**config.mk**
```make
export PLATFORM = sky130hd
export DESIGN_NAME = gbs_iou
export DESIGN_NICKNAME = d
export VERILOG_FILES = /design/src/rtl/gbs_pkg.sv /design/src/rtl/gbs_iou.sv
export SDC_FILE = /design/constraint.sdc
export NUM_CORES = 2
export LEC_CHECK = 0
export CAP_MARGIN = 20
export CORE_AREA = 2 2 262 264
export CTS_CLUSTER_SIZE = 28
export DETAILED_ROUTE_END_ITERATION = 7
export DIE_AREA = 0 0 264 266
export DONT_BUFFER_PORTS = 1
export HOLD_SLACK_MARGIN = 0.02
export PLACE_DENSITY_LB_ADDON = 0.12
export SKIP_CTS_REPAIR_TIMING = 1
export SLEW_MARGIN = 20
export SYNTH_ARGS = -nofsm -noshare
export SYNTH_HDL_FRONTEND = slang
export SYNTH_SLANG_ARGS = --single-unit
```
**constraint.sdc**
```tcl
create_clock -name clk -period 7.7 [get_ports clk]
set_clock_uncertainty 0.2 [all_clocks]
set_input_delay 0 -clock clk [delete_from_list [all_inputs] [get_ports clk]]
set_output_delay 0 -clock clk [all_outputs]
set_load 0.05 [all_outputs]
```
**src/rtl/gbs_pkg.sv**
```systemverilog
package gbs_pkg;

  localparam int MAX_BOXES = 64;
  localparam int IDX_W     = $clog2(MAX_BOXES);
  localparam int CNT_W     = $clog2(MAX_BOXES + 1);

  localparam logic [1:0] REG_SCORE_THR   = 2'd0;
  localparam logic [1:0] REG_OVERLAP_THR = 2'd1;
  localparam logic [1:0] REG_KEEP_LIMIT  = 2'd2;

  typedef struct packed {
    logic signed [15:0] x0;
    logic signed [15:0] y0;
    logic signed [15:0] x1;
    logic signed [15:0] y1;
  } box_t;

  typedef struct packed {
    logic signed [15:0] box_xmin;
    logic signed [15:0] box_ymin;
    logic signed [15:0] box_xmax;
    logic signed [15:0] box_ymax;
    logic [15:0]        box_score;
    logic               final_box;
  } gbs_in_t;

  typedef struct packed {
    logic [5:0]  kept_index;
    logic [15:0] kept_score;
    logic        entry_valid;
    logic        final_result;
  } gbs_out_t;

  typedef struct packed {
    logic             valid;
    logic [15:0]      score;
    logic [IDX_W-1:0] idx;
  } cell_t;

  typedef struct packed {
    logic clear;
    logic insert;
    logic pop;
  } cell_ctl_t;

  typedef struct packed {
    box_t             box;
    logic [31:0]      area;
    logic [IDX_W-1:0] idx;
    logic [15:0]      score;
  } kept_t;

  // length of one side, zero when the edges are reversed
  function automatic logic [15:0] side_len(logic signed [15:0] lo, logic signed [15:0] hi);
    logic signed [16:0] d;
    d = $signed({hi[15], hi}) - $signed({lo[15], lo});
    return (d > 17'sd0) ? d[15:0] : 16'd0;
  endfunction

endpackage

```
**src/rtl/gbs_iou.sv**
```systemverilog
module gbs_iou
  import gbs_pkg::*;
(
  input  logic        clk,
  input  logic        rst,
  input  logic        start,
  input  box_t        a,
  input  logic [31:0] area_a,
  input  box_t        b,
  input  logic [31:0] area_b,
  input  logic [15:0] thr,
  output logic        done,
  output logic        ok
);

  logic [3:0]  stage_v;
  logic [15:0] iw, ih;
  logic        zero_area;
  logic [32:0] area_sum, area_sum2;
  logic [31:0] inter, inter2;
  logic [32:0] uni;
  logic [48:0] lhs, rhs;

  always_ff @(posedge clk) begin
    if (rst) stage_v <= '0;
    else     stage_v <= {stage_v[2:0], start};
  end

  always_ff @(posedge clk) begin
    iw        <= side_len((a.x0 > b.x0) ? a.x0 : b.x0, (a.x1 < b.x1) ? a.x1 : b.x1);
    ih        <= side_len((a.y0 > b.y0) ? a.y0 : b.y0, (a.y1 < b.y1) ? a.y1 : b.y1);
    zero_area <= (area_a == 32'd0) || (area_b == 32'd0);
    area_sum  <= {1'b0, area_a} + {1'b0, area_b};
    inter     <= zero_area ? 32'd0 : iw * ih;
    area_sum2 <= area_sum;
    uni       <= area_sum2 - {1'b0, inter};
    inter2    <= inter;
  end

  always_comb begin
    lhs  = {1'b0, inter2, 16'd0};
    rhs  = 49'(thr) * 49'(uni);
    ok   = (uni == 33'd0) || (lhs <= rhs);
    done = stage_v[3];
  end

endmodule
```
==> flow_summary.json <==
{
  "outcome": "finished with violations",
  "violations": "hold timing, setup timing",
  "wire_per_inst_um": 17.4,
  "root_buffer": "clkbuf_16",
  "dieWidth_um": 264,
  "antenna_found_initial": 0,
  "path_clk_slew_ns": 0.09,
  "grt_start_max_net_pins": 37,
  "cp_data_required_time_ns": 7.50,
  "yosys_register_bits": 200,
  "clock_insertion_delay_worst_skew_ns": 0.49,
  "period_share_pct": 112,
  "nNetsFinal": 5692,
  "start_util_pct": 54.2,
  "grt.overflow.total": 0,
  "grt_pass1_vias": 28900,
  "clk_path_buf_depth": 2,
  "crit_top_cell": "fa_1",
  "hp-class": "in -> reg",
  "synth_cell_types": 78,
  "grt_use_total_pct": 26.5,
  "rows": 96,
  "hpwlAfterDp_mm": 76.6,
  "cts_tree": "yes",
  "start_kind": "flip-flop",
  "layout_setup_ws_ns": -0.962,
  "grt_pass1_wl_mm": 148,
  "yosysWarnings": 0,
  "cp_top_family": "adder cells",
  "critPathMaxFanout": 5,
  "worst-path-buf-inv": 8,
  "die-height_um": 266,
  "async_flop_share_pct": 0,
  "synthCells": 4139,
  "num_vias": 28600,
  "gp_congestion": 0.892,
  "report.final.slew_viol_count": 0,
  "synth_ff_type": "dfxtp_1",
  "fillers": 6007,
  "dp_slack_ns": -0.655,
  "multi_input_comb_area_um2": 29200,
  "htree_levels": 4,
  "drive_gt1_share_pct": 7.08,
  "critical_path.slowest_cell": "fa_1",
  "crit_arrival_ns": 8.46,
  "area_growth_pct": 13.8,
  "routed_wl_mm": 92.6,
  "slew_headroom_pct": 39.8,
  "synth-edff-count": 0,
  "diodes": 0,
  "fin_hold_ws_ns": -0.0656,
  "layout.area.seq_um2": 4030,
  "dieArea_um2": 70200,
  "maxCapViolations": 0,
  "fin_area_um2": 41800,
  "rsz0062_at_grt": "yes",
  "synth_area_um2": 36700,
  "end_kind": "output port",
  "drc": 0,
  "tightest_slew_ns": 0.902,
  "numCtsBuffers": 17,
  "core_um2": 67700,
  "clkSinkCount": 200,
  "viasPerCell": 5.36,
  "syn-num-nets": 5395,
  "syn_area_per_cell_um2": 8.86,
  "place_area_um2": 38900,
  "drt_pass1_iterations": 5,
  "boundaryPins": 213,
  "finalHoldViolations": 4,
  "min_period_ns": 8.66,
  "fmax_mhz": 115,
  "numPortBuffers": 0,
  "seq_area_frac_synth_pct": 10.9,
  "cp_slowest_stage_delay_ns": 0.58,
  "drt_iter0_drc": 1192,
  "setup-violations-final": 1,
  "ant_nets": 0,
  "path_class": "reg -> out"
}
worst paths after layout:
check	startpoint	end	slack [ns]	cells past startpoint
setup / recovery	uni[7]$_DFF_P_	ok	-0.96	34
hold / removal	a[17]	iw[2]$_SDFF_PP0_	-0.07	4
setup reg to reg	ih[3]$_SDFF_PP0_	inter[25]$_SDFF_PP0_	0.73	24
hold reg to reg	area_sum[3]$_DFF_P_	area_sum2[3]$_DFF_P_	0.12	0
kinds of logic (layout without fill, tap and decap cells):
| kind of cell | Yosys count | after routing | share of synthesized area, % |
|---|---|---|---|
| adders and majority gates | 1045 | 1045 | 48.5 |
| AOI/OAI and AO/OA | 518 | 518 | 9.49 |
| xor gates and xnor gates | 131 | 131 | 3.13 |
| buffers and inverters | 936 | 1246 | 9.60 |
| muxes | 72 | 72 | 2.08 |
| and+or+nand+nor | 1237 | 1237 | 16.3 |
| DFF | 200 | 200 | 10.9 |
worst min-delay path, delay by kind of cell:
| family | cells | cell delay (ns) |
|---|---|---|
| adder cells (fa/ha/maj) | 1 | 0.22 |
| multiplexers | 1 | 0.17 |
| AND/OR/NAND/NOR | 2 | 0.20 |
metal layers:
| metal | GRT usage [%] | share of wire, % | up-vias | wire length (um) |
|---|---|---|---|---|
| met5 | 0 | 0 | - | 0 |
| met4 | 7.75 | 3.1 | 0 | 2860 |
| met3 | 3.32 | 3.9 | 178 | 3590 |
| met2 | 47.2 | 51 | 644 | 47000 |
| met1 | 33.6 | 42 | 14100 | 39100 |
| li1 | - | - | 13600 | - |
sequential cells by signal, summed over array words and instances, names as in the netlist:
register   flops
area_sum      33
area_sum2     33
ih            16
inter         32
inter2        32
iw            16
stage_v        4
uni           33
zero_area      1
stage by stage:
stage / hold slack [ns] / setup TNS, ns / cells / utilization, %
global route: -0.00268 / -1.43 / 5331 / 61.7
finish: -0.0656 / -0.962 / 5331 / 61.7
floorplan: -0.128 / 0 / 4139 / -
CTS: -0.649 / -1.27 / 5114 / 58.4
global placement: -0.128 / -0.521 / 5082 / 57.4
detailed placement: -0.124 / -0.655 / 5082 / 57.4
synthesized netlist by cell type, types with 5 or more instances:
cell | instances | area [um^2]
inv_1 | 793 | 2980
a21oi_1 | 136 | 681
nand2_1 | 571 | 2140
xor2_1 | 44 | 385
nor2_1 | 112 | 420
fa_1 | 630 | 12600
a21o_1 | 106 | 796
dfxtp_1 | 200 | 4000
o21bai_1 | 21 | 158
o31ai_1 | 6 | 45.0
nor2b_1 | 39 | 244
a31oi_1 | 11 | 68.8
nor3b_1 | 5 | 37.5
xnor2_1 | 87 | 762
o211ai_1 | 11 | 82.6
nand4_1 | 26 | 163
nor3_1 | 44 | 220
or3_1 | 15 | 93.8
o22ai_1 | 5 | 31.3
a211o_1 | 6 | 52.6
mux2i_1 | 37 | 370
and2_1 | 280 | 1750
nand2b_1 | 29 | 181
a31o_2 | 7 | 61.3
o21a_1 | 44 | 330
and4_1 | 5 | 43.8
clkbuf_1 | 137 | 514
a211oi_1 | 16 | 120
a21boi_0 | 7 | 52.6
o21ai_0 | 81 | 405
buf_2 | 5 | 25.0
and3_1 | 17 | 106
a2111oi_0 | 5 | 43.8
nor4_1 | 31 | 194
ha_1 | 415 | 5190
nand3_1 | 45 | 225
mux2_2 | 35 | 394
o31a_1 | 7 | 61.3
layout by cell type (no fill, tap or decap), types with 6 or more instances in the layout:
| cell type | netlist | layout |
|---|---|---|
| and3_1 | 17 | 17 |
| o211ai_1 | 11 | 11 |
| o21a_1 | 44 | 44 |
| dlygate4sd3_1 | 0 | 217 |
| or3_1 | 15 | 15 |
| buf_12 | 0 | 9 |
| a31o_2 | 7 | 7 |
| dfxtp_2 | 0 | 8 |
| nand3_1 | 45 | 45 |
| nand2_1 | 571 | 570 |
| inv_1 | 793 | 793 |
| a21oi_1 | 136 | 136 |
| ha_1 | 415 | 415 |
| buf_4 | 1 | 194 |
| a21boi_0 | 7 | 7 |
| nand4_1 | 26 | 26 |
| nand2b_1 | 29 | 29 |
| nor4_1 | 31 | 29 |
| o21ai_0 | 81 | 80 |
| and2_1 | 280 | 280 |
| clkbuf_16 | 0 | 17 |
| nor2b_1 | 39 | 39 |
| xnor2_1 | 87 | 87 |
| a211oi_1 | 16 | 16 |
| nor2_1 | 112 | 111 |
| mux2i_1 | 37 | 37 |
| xor2_1 | 44 | 44 |
| a21o_1 | 106 | 106 |
| o31ai_1 | 6 | 6 |
| fa_1 | 630 | 630 |
| dfxtp_1 | 200 | 189 |
| mux2_2 | 35 | 35 |
| o31a_1 | 7 | 7 |
| o21bai_1 | 21 | 21 |
| nor3_1 | 44 | 43 |
| a31oi_1 | 11 | 11 |
| a211o_1 | 6 | 6 |
cell type report:
type                            count  share of cell area [%]
Clock buffer                       17                    1.02
Clock inverter                     15                   0.515
Inverter                          793                    7.13
Multi-Input combinational cell   3003                    69.9
Sequential cell                   200                    9.64
Tap cell                          882                    2.64
Timing Repair Buffer              421                    9.15
Power is left out: the tool's default activity adds up to more than one toggle a clock period on the data nets, which glitch-free logic cannot reach.
