==> config.mk <==
export PLATFORM = sky130hd
export DESIGN_NAME = gbs_sort_cell
export DESIGN_NICKNAME = d
export VERILOG_FILES = /design/src/rtl/gbs_pkg.sv /design/src/rtl/gbs_sort_cell.sv
export SDC_FILE = /design/constraint.sdc
export NUM_CORES = 1
export LEC_CHECK = 0
export BUFFER_PORTS_ARGS = -buffer_cell sky130_fd_sc_hd__clkbuf_2
export CORE_MARGIN = 2
export CORE_UTILIZATION = 47
export DETAILED_ROUTE_END_ITERATION = 7
export GPL_ROUTABILITY_DRIVEN = 0
export PLACE_DENSITY = 0.81
export REMOVE_ABC_BUFFERS = 1
export SLEW_MARGIN = 30
export SYNTH_ARGS = -nofsm -noshare
export SYNTH_HDL_FRONTEND = slang
export SYNTH_SLANG_ARGS = --single-unit
==> constraint.sdc <==
create_clock -name clk -period 4.6 [get_ports clk]
set_input_delay 0.69 -clock clk [delete_from_list [all_inputs] [get_ports clk]]
set_output_delay 0.69 -clock clk [all_outputs]
set_load 0.02 [all_outputs]
==> src/rtl/gbs_pkg.sv <==
package gbs_pkg;

  localparam int MAX_BOXES = 64;
  localparam int IDX_W     = $clog2(MAX_BOXES);
  localparam int CNT_W     = $clog2(MAX_BOXES + 1);

  localparam logic [1:0] REG_SCORE_THR   = 2'd0;
  localparam logic [1:0] REG_OVERLAP_THR = 2'd1;
  localparam logic [1:0] REG_KEEP_LIMIT  = 2'd2;

  typedef struct packed {
    logic signed [15:0] x0;
    logic signed [15:0] y0;
    logic signed [15:0] x1;
    logic signed [15:0] y1;
  } box_t;

  typedef struct packed {
    logic signed [15:0] box_xmin;
    logic signed [15:0] box_ymin;
    logic signed [15:0] box_xmax;
    logic signed [15:0] box_ymax;
    logic [15:0]        box_score;
    logic               final_box;
  } gbs_in_t;

  typedef struct packed {
    logic [5:0]  kept_index;
    logic [15:0] kept_score;
    logic        entry_valid;
    logic        final_result;
  } gbs_out_t;

  typedef struct packed {
    logic             valid;
    logic [15:0]      score;
    logic [IDX_W-1:0] idx;
  } cell_t;

  typedef struct packed {
    logic clear;
    logic insert;
    logic pop;
  } cell_ctl_t;

  typedef struct packed {
    box_t             box;
    logic [31:0]      area;
    logic [IDX_W-1:0] idx;
    logic [15:0]      score;
  } kept_t;

  // length of one side, zero when the edges are reversed
  function automatic logic [15:0] side_len(logic signed [15:0] lo, logic signed [15:0] hi);
    logic signed [16:0] d;
    d = $signed({hi[15], hi}) - $signed({lo[15], lo});
    return (d > 17'sd0) ? d[15:0] : 16'd0;
  endfunction

endpackage

==> src/rtl/gbs_sort_cell.sv <==
module gbs_sort_cell
  import gbs_pkg::*;
(
  input  logic      clk,
  input  logic      rst,
  input  cell_ctl_t ctl,
  input  cell_t     new_entry,
  input  cell_t     prev_q,
  input  cell_t     next_q,
  output cell_t     q
);

  cell_t q_next;
  logic  prev_ge;
  logic  self_ge;

  always_comb begin
    prev_ge = prev_q.valid && (prev_q.score >= new_entry.score);
    self_ge = q.valid && (q.score >= new_entry.score);
    q_next  = q;
    priority if (ctl.clear) begin
      q_next.valid = 1'b0;
    end else if (ctl.pop) begin
      q_next = next_q;
    end else if (ctl.insert) begin
      // equal scores stay ahead of the newcomer
      priority if (self_ge) q_next = q;
      else if (prev_ge)     q_next = new_entry;
      else                  q_next = prev_q;
    end else begin
      q_next = q;
    end
  end

  always_ff @(posedge clk) begin
    if (rst) q.valid <= 1'b0;
    else     q <= q_next;
  end

endmodule

==> results.sh, run 1 <==
export IMPL_grt_first_pass_wirelength_um=7350
export IMPL_setup_tns_ps=0
export IMPL_ys_seq_area_share_pct=33.5
export IMPL_drcViolationCount=0
export IMPL_synth_top_cell_area_share_pct=32.6
export IMPL_hold_viol_final=0
export IMPL_peakVddDrop_v=0.000152
export IMPL_largest_reg_flops=23
export IMPL_min_path_cells=3
export IMPL_regMostFlops="q"
export IMPL_synth_top_flop_cell="edfxtp_1"
export IMPL_reg2regPathDepth=9
export IMPL_clock_latency_ps=270
export IMPL_slowest_stage="a31oi_4"
export IMPL_min_period_ps=3380
export IMPL_slew_viol_final=0
export IMPL_avgSynthCellArea_um2=11.1
export IMPL_syn_to_final_growth_pct=27.9
export IMPL_synth_compound_area_share_pct=8.14
export IMPL_finalSetupViolCount=0
export IMPL_reg_largest_list="q: 23 flops"
export IMPL_finalNetCount=386
export IMPL_synth_commonest_cells="mux2_2, ha_1, edfxtp_1, inv_1, a21oi_1"
export IMPL_start_util_pct=49.7
export IMPL_netlist_area_um2=2030
export IMPL_muxShareOfSynthArea_pct=23.9
export IMPL_r2r_slack_ps=1960
export IMPL_dieArea_um2=4860
export IMPL_io_buffers=96
export IMPL_rows=23
export IMPL_tightest_slew_ps=823
export IMPL_finalCritPeriodShare_pct=73.5
export IMPL_vias=1695
export IMPL_cts_buffer_depth=2
export IMPL_hold_path_class="flop to flop"
export IMPL_routed_via_density=5.15
export IMPL_p_leak_nw=1.25
export IMPL_start_kind="primary input"
export IMPL_first_pass_iters=5
export IMPL_cts_tree="done"
export IMPL_synth_cell_types=30
export IMPL_chipWidth_um=69.7
export IMPL_end_kind="flop"
export IMPL_antenna_found_initial=0
export IMPL_netlist_instances=183
export IMPL_fillers=355
export IMPL_clkSlewWorstSetupHoldPaths_ps=90
export IMPL_min_to="q[22]"
export IMPL_design_core_area_um2=4090
export IMPL_worstSetupStartpoint="new_entry[21]"
export IMPL_drt_iter0_markers=58
export IMPL_root_buffer="clkbuf_8"
export IMPL_fin_skew_ps=3.04
export IMPL_cts_setup_buffers=0
export IMPL_outcome="finished, final reports clean"
export IMPL_path_cells="clkbuf_2 > inv_1 > ha_1 > nand2_1 > nor4_2 > or4b_4 > a31oi_4 > mux2_2 > mux2_2"
export IMPL_critPathTopFamily="simple AND/OR/NAND/NOR gates"
export IMPL_dpl_hpwl_um=3490
export IMPL_synth_most_common_cell="mux2_2"
export IMPL_holdCritStartpoint="q[22]"
export IMPL_crit_type="primary input to flop"
export IMPL_synthArstFlopShare_pct=0
export IMPL_routed_wirelength_um=4300
export IMPL_powerDensity_nw_per_um2=217
export IMPL_max_stage_delay_ps=690
export IMPL_fin_cells=329
export IMPL_diodes=0
export IMPL_io_pins=97
export IMPL_fmax_mhz=296
export IMPL_synthTopCellsByArea="edfxtp_1, mux2_2, ha_1"
export IMPL_r2r_end="q[1]"
export IMPL_grt_pass1_vias=1696
export IMPL_track_usage_pct=18.3
export IMPL_max_cap_viol_count=0
export IMPL_cp_common_cell="mux2_2"
export IMPL_synth_xor_area_share_pct=0
export IMPL_wl_per_cell_um=13.1
export IMPL_die_h_um=69.7
export IMPL_cp_num_buf_inv=2
export IMPL_drive_above_1_share_pct=51.6
export IMPL_clock_sinks=23
export IMPL_numCtsBuffers=3
export IMPL_yosysTopAreaCell="edfxtp_1"
export IMPL_gr_total_overflow=0
export IMPL_ys_seq_elements=23
export IMPL_max_slew_margin_pct=45.1
export IMPL_cts_resized=0
export IMPL_synth_fa_ha_area_share_pct=19.7
export IMPL_yosysWarnings=0
export IMPL_crit_fanout=22
export IMPL_grt_max_degree=28
export IMPL_synth_edf_count=22
export IMPL_hold_buffers=0
export IMPL_synth_simple_area_share_pct=9.56
export IMPL_dp_cells=325
export IMPL_synth_top_family_by_area="multiplexers"
export IMPL_rsz0062_at_grt="false"
export IMPL_crit_arrival_ps=3410
export IMPL_cts_htree_levels=1
export IMPL_critical_path_required_ps=4630
export IMPL_ant_nets=0
export IMPL_r2r_start="q[6]"
per-stage QoR:
stage	power, mW	hold WS [ps]	utilization, %	setup slack (ps)	area, um2
final	0.562	687	63.5	1220	2600
after global routing	0.598	708	63.5	1070	2600
after CTS	0.569	688	63.5	1200	2600
after detailed placement	0.435	667	62.4	906	2550
after global placement	0.431	662	62.4	932	2550
after floorplan	0.366	727	-	661	2000
power by group:
group	leakage, nW	total (mW)	internal, mW	switching, mW
Clock	0.0228	0.133	0.0620	0.0713
Combinational	1.01	0.178	0.0909	0.0875
Sequential	0.213	0.251	0.245	0.00518
per-layer routing:
layer,global-route usage (%),routed length [um],vias to the layer above
li1,-,-,882
met1,24.2,2000,752
met2,32.1,2010,59
met3,3.05,281,2
met4,2.56,14,0
met5,0,0,-
worst register-to-register path, stage by stage, from the launching register on:
cell	delay, ps
edfxtp_1	390
inv_1	70
ha_1	210
nand2b_1	140
a2111oi_0	460
or4_1	190
a21oi_1	70
o21ai_0	240
nor3b_2	200
buf_4	340
layout by cell type (no fill, tap or decap), types with 2 or more instances in the layout:
master / instances
clkbuf_2: 96
mux2_2: 38
ha_1: 32
edfxtp_1: 22
inv_1: 19
a21oi_1: 12
nand2_1: 10
o21ai_0: 6
nor2_1: 5
nand4_1: 5
mux2_1: 5
nor3_1: 4
clkbuf_8: 3
nand2b_1: 2
a2111oi_0: 2
or2_2: 2
cell families after synthesis:
logic type                 count (synthesis)
buffers and inverters                     24
adders and majority gates                 32
DFF                                       23
AOI/OAI and AO/OA                         26
and+or+nand+nor                           35
muxes                                     43
final cells by class:
type	instances	area, um2	share of cell area (%)
Multi-Input combinational cell	136	1250	48.1
Tap cell	50	62.6	2.41
Sequential cell	23	681	26.2
Inverter	19	71.3	2.75
Clock buffer	4	45.0	1.73
Timing Repair Buffer	97	488	18.8
worst max path at each step:
stage	cells after the start	to	slack [ps]
floorplan	7	q[0]	660
global placement	9	q[14]	930
detailed placement	9	q[19]	910
CTS	9	q[19]	1200
global route	9	q[17]	1070
finish	9	q[19]	1220
Power figures use the tool's default switching activity.
==> run 2, diff against run 1 <==
==> constraint.sdc (replaced) <==
create_clock -name clk -period 3.35 [get_ports clk]
set_input_delay 0.5025 -clock clk [delete_from_list [all_inputs] [get_ports clk]]
set_output_delay 0.5025 -clock clk [all_outputs]
set_load 0.02 [all_outputs]
==> results.sh, run 2 (same netlist as run 1, synthesis figures left out) <==
export IMPL_peakVddDrop_v=0.000187
export IMPL_hold_path_class="primary input to flop"
export IMPL_start_kind="primary input"
export IMPL_clkSlewWorstSetupHoldPaths_ps=90
export IMPL_hold_buffers=0
export IMPL_cts_setup_buffers=0
export IMPL_reg_largest_list="q: 23 flops"
export IMPL_critical_path_required_ps=3380
export IMPL_syn_to_final_growth_pct=29.0
export IMPL_ant_nets=0
export IMPL_rows=23
export IMPL_routed_via_density=5.19
export IMPL_end_kind="flop"
export IMPL_finalCritPeriodShare_pct=85.6
export IMPL_largest_reg_flops=23
export IMPL_power_frac_clock_pct=23.7
export IMPL_grt_max_degree=23
export IMPL_cts_buffer_depth=2
export IMPL_min_period_ps=2870
export IMPL_swShare_pct=29.5
export IMPL_io_buffers=96
export IMPL_first_pass_iters=5
export IMPL_start_util_pct=49.7
export IMPL_design_core_area_um2=4090
export IMPL_io_pins=97
export IMPL_antenna_found_initial=0
export IMPL_p_leak_nw=1.26
export IMPL_final_common_cell="clkbuf_2"
export IMPL_fin_skew_ps=3.36
export IMPL_chipWidth_um=69.7
export IMPL_comb_power_share_pct=32.2
export IMPL_drt_iter0_markers=43
export IMPL_crit_arrival_ps=2900
export IMPL_dpl_hpwl_um=3810
export IMPL_routed_wirelength_um=4640
export IMPL_p_int_mw=0.551
export IMPL_regMostFlops="q"
export IMPL_cts_tree="done"
export IMPL_clock_sinks=23
export IMPL_finalNetCount=389
export IMPL_track_usage_pct=19.8
export IMPL_gr_total_overflow=0
export IMPL_finalSetupViolCount=0
export IMPL_powerDensity_nw_per_um2=298
export IMPL_die_h_um=69.7
export IMPL_hold_viol_final=0
export IMPL_rsz0062_at_grt="false"
export IMPL_tightest_slew_ps=439
export IMPL_crit_fanout=13
export IMPL_final_cell_mix="clkbuf_2, mux2_2, ha_1, edfxtp_1, inv_1"
export IMPL_drcViolationCount=0
export IMPL_setup_tns_ps=0
export IMPL_clock_latency_ps=270
export IMPL_vias=1723
export IMPL_seq_power_share_pct=44.1
export IMPL_max_cap_viol_count=0
export IMPL_cts_htree_levels=1
export IMPL_diodes=0
export IMPL_drive_above_1_share_pct=52.1
export IMPL_wl_per_cell_um=14.0
export IMPL_dieArea_um2=4860
export IMPL_root_buffer="clkbuf_8"
export IMPL_cts_resized=0
export IMPL_p_sw_mw=0.230
export IMPL_fmax_mhz=349
export IMPL_grt_first_pass_wirelength_um=7820
export IMPL_max_slew_margin_pct=70.0
export IMPL_numCtsBuffers=3
export IMPL_finish_utilization_pct=64.1
export IMPL_outcome="finished, final reports clean"
export IMPL_crit_type="primary input to flop"
export IMPL_slew_viol_final=0
export IMPL_power_mw=0.781
export IMPL_grt_pass1_vias=1702
==> run 2: worst max-delay path, stage by stage <==
cell and delay (ps):
clkbuf_2 90, inv_1 50, ha_1 280, nand2_1 90, nor4_2 320, or4b_4 520
a31oi_4 180, buf_4 250, mux2_2 360, mux2_2 260
==> run 2: path summary, 6_finish.rpt <==
kind,start,slack (ps),to,cells past startpoint
max,new_entry[21],480,q[19],10
min,next_q[18],530,q[18],2
max reg2reg,q[6],720,q[10],9
min reg2reg,q[22],700,q[22],3
==> run 2: metal layers <==
metal | track usage, % | vias to the layer above | part of all wire (%)
met2 | 34.6 | 64 | 49
met4 | 3.21 | 0 | 0.58
met3 | 2.76 | 3 | 6.1
li1 | - | 885 | -
met1 | 26.6 | 771 | 45
met5 | 0 | - | 0
==> run 2: power by group through the flow <==
stage | combinational, mW | clock [mW] | sequential [mW]
finish | 0.251 | 0.185 | 0.345
global placement | 0.246 | 0 | 0.350
floorplan | 0.134 | 0 | 0.369
global route | 0.283 | 0.202 | 0.347
CTS | 0.255 | 0.189 | 0.345
detailed placement | 0.253 | 0 | 0.351
==> run 2: layout make-up <==
class                      instances  area [um2]
multi-input combinational        136        1250
fill                             360        1470
inverter                          19        71.3
tap                               50        62.6
clock buffer                       4        45.0
timing repair buffer             100         510
sequential                        23         681
==> run 2: per-stage QoR <==
| step | worst slack, ps | area (um2) | hold WS (ps) | instances |
|---|---|---|---|---|
| after detailed placement | 157 | 2570 | 686 | 328 |
| after floorplan | -407 | 2000 | 694 | 178 |
| final | 482 | 2620 | 527 | 332 |
| after CTS | 448 | 2620 | 522 | 332 |
| after global placement | 223 | 2570 | 657 | 328 |
| after global routing | 333 | 2620 | 525 | 332 |
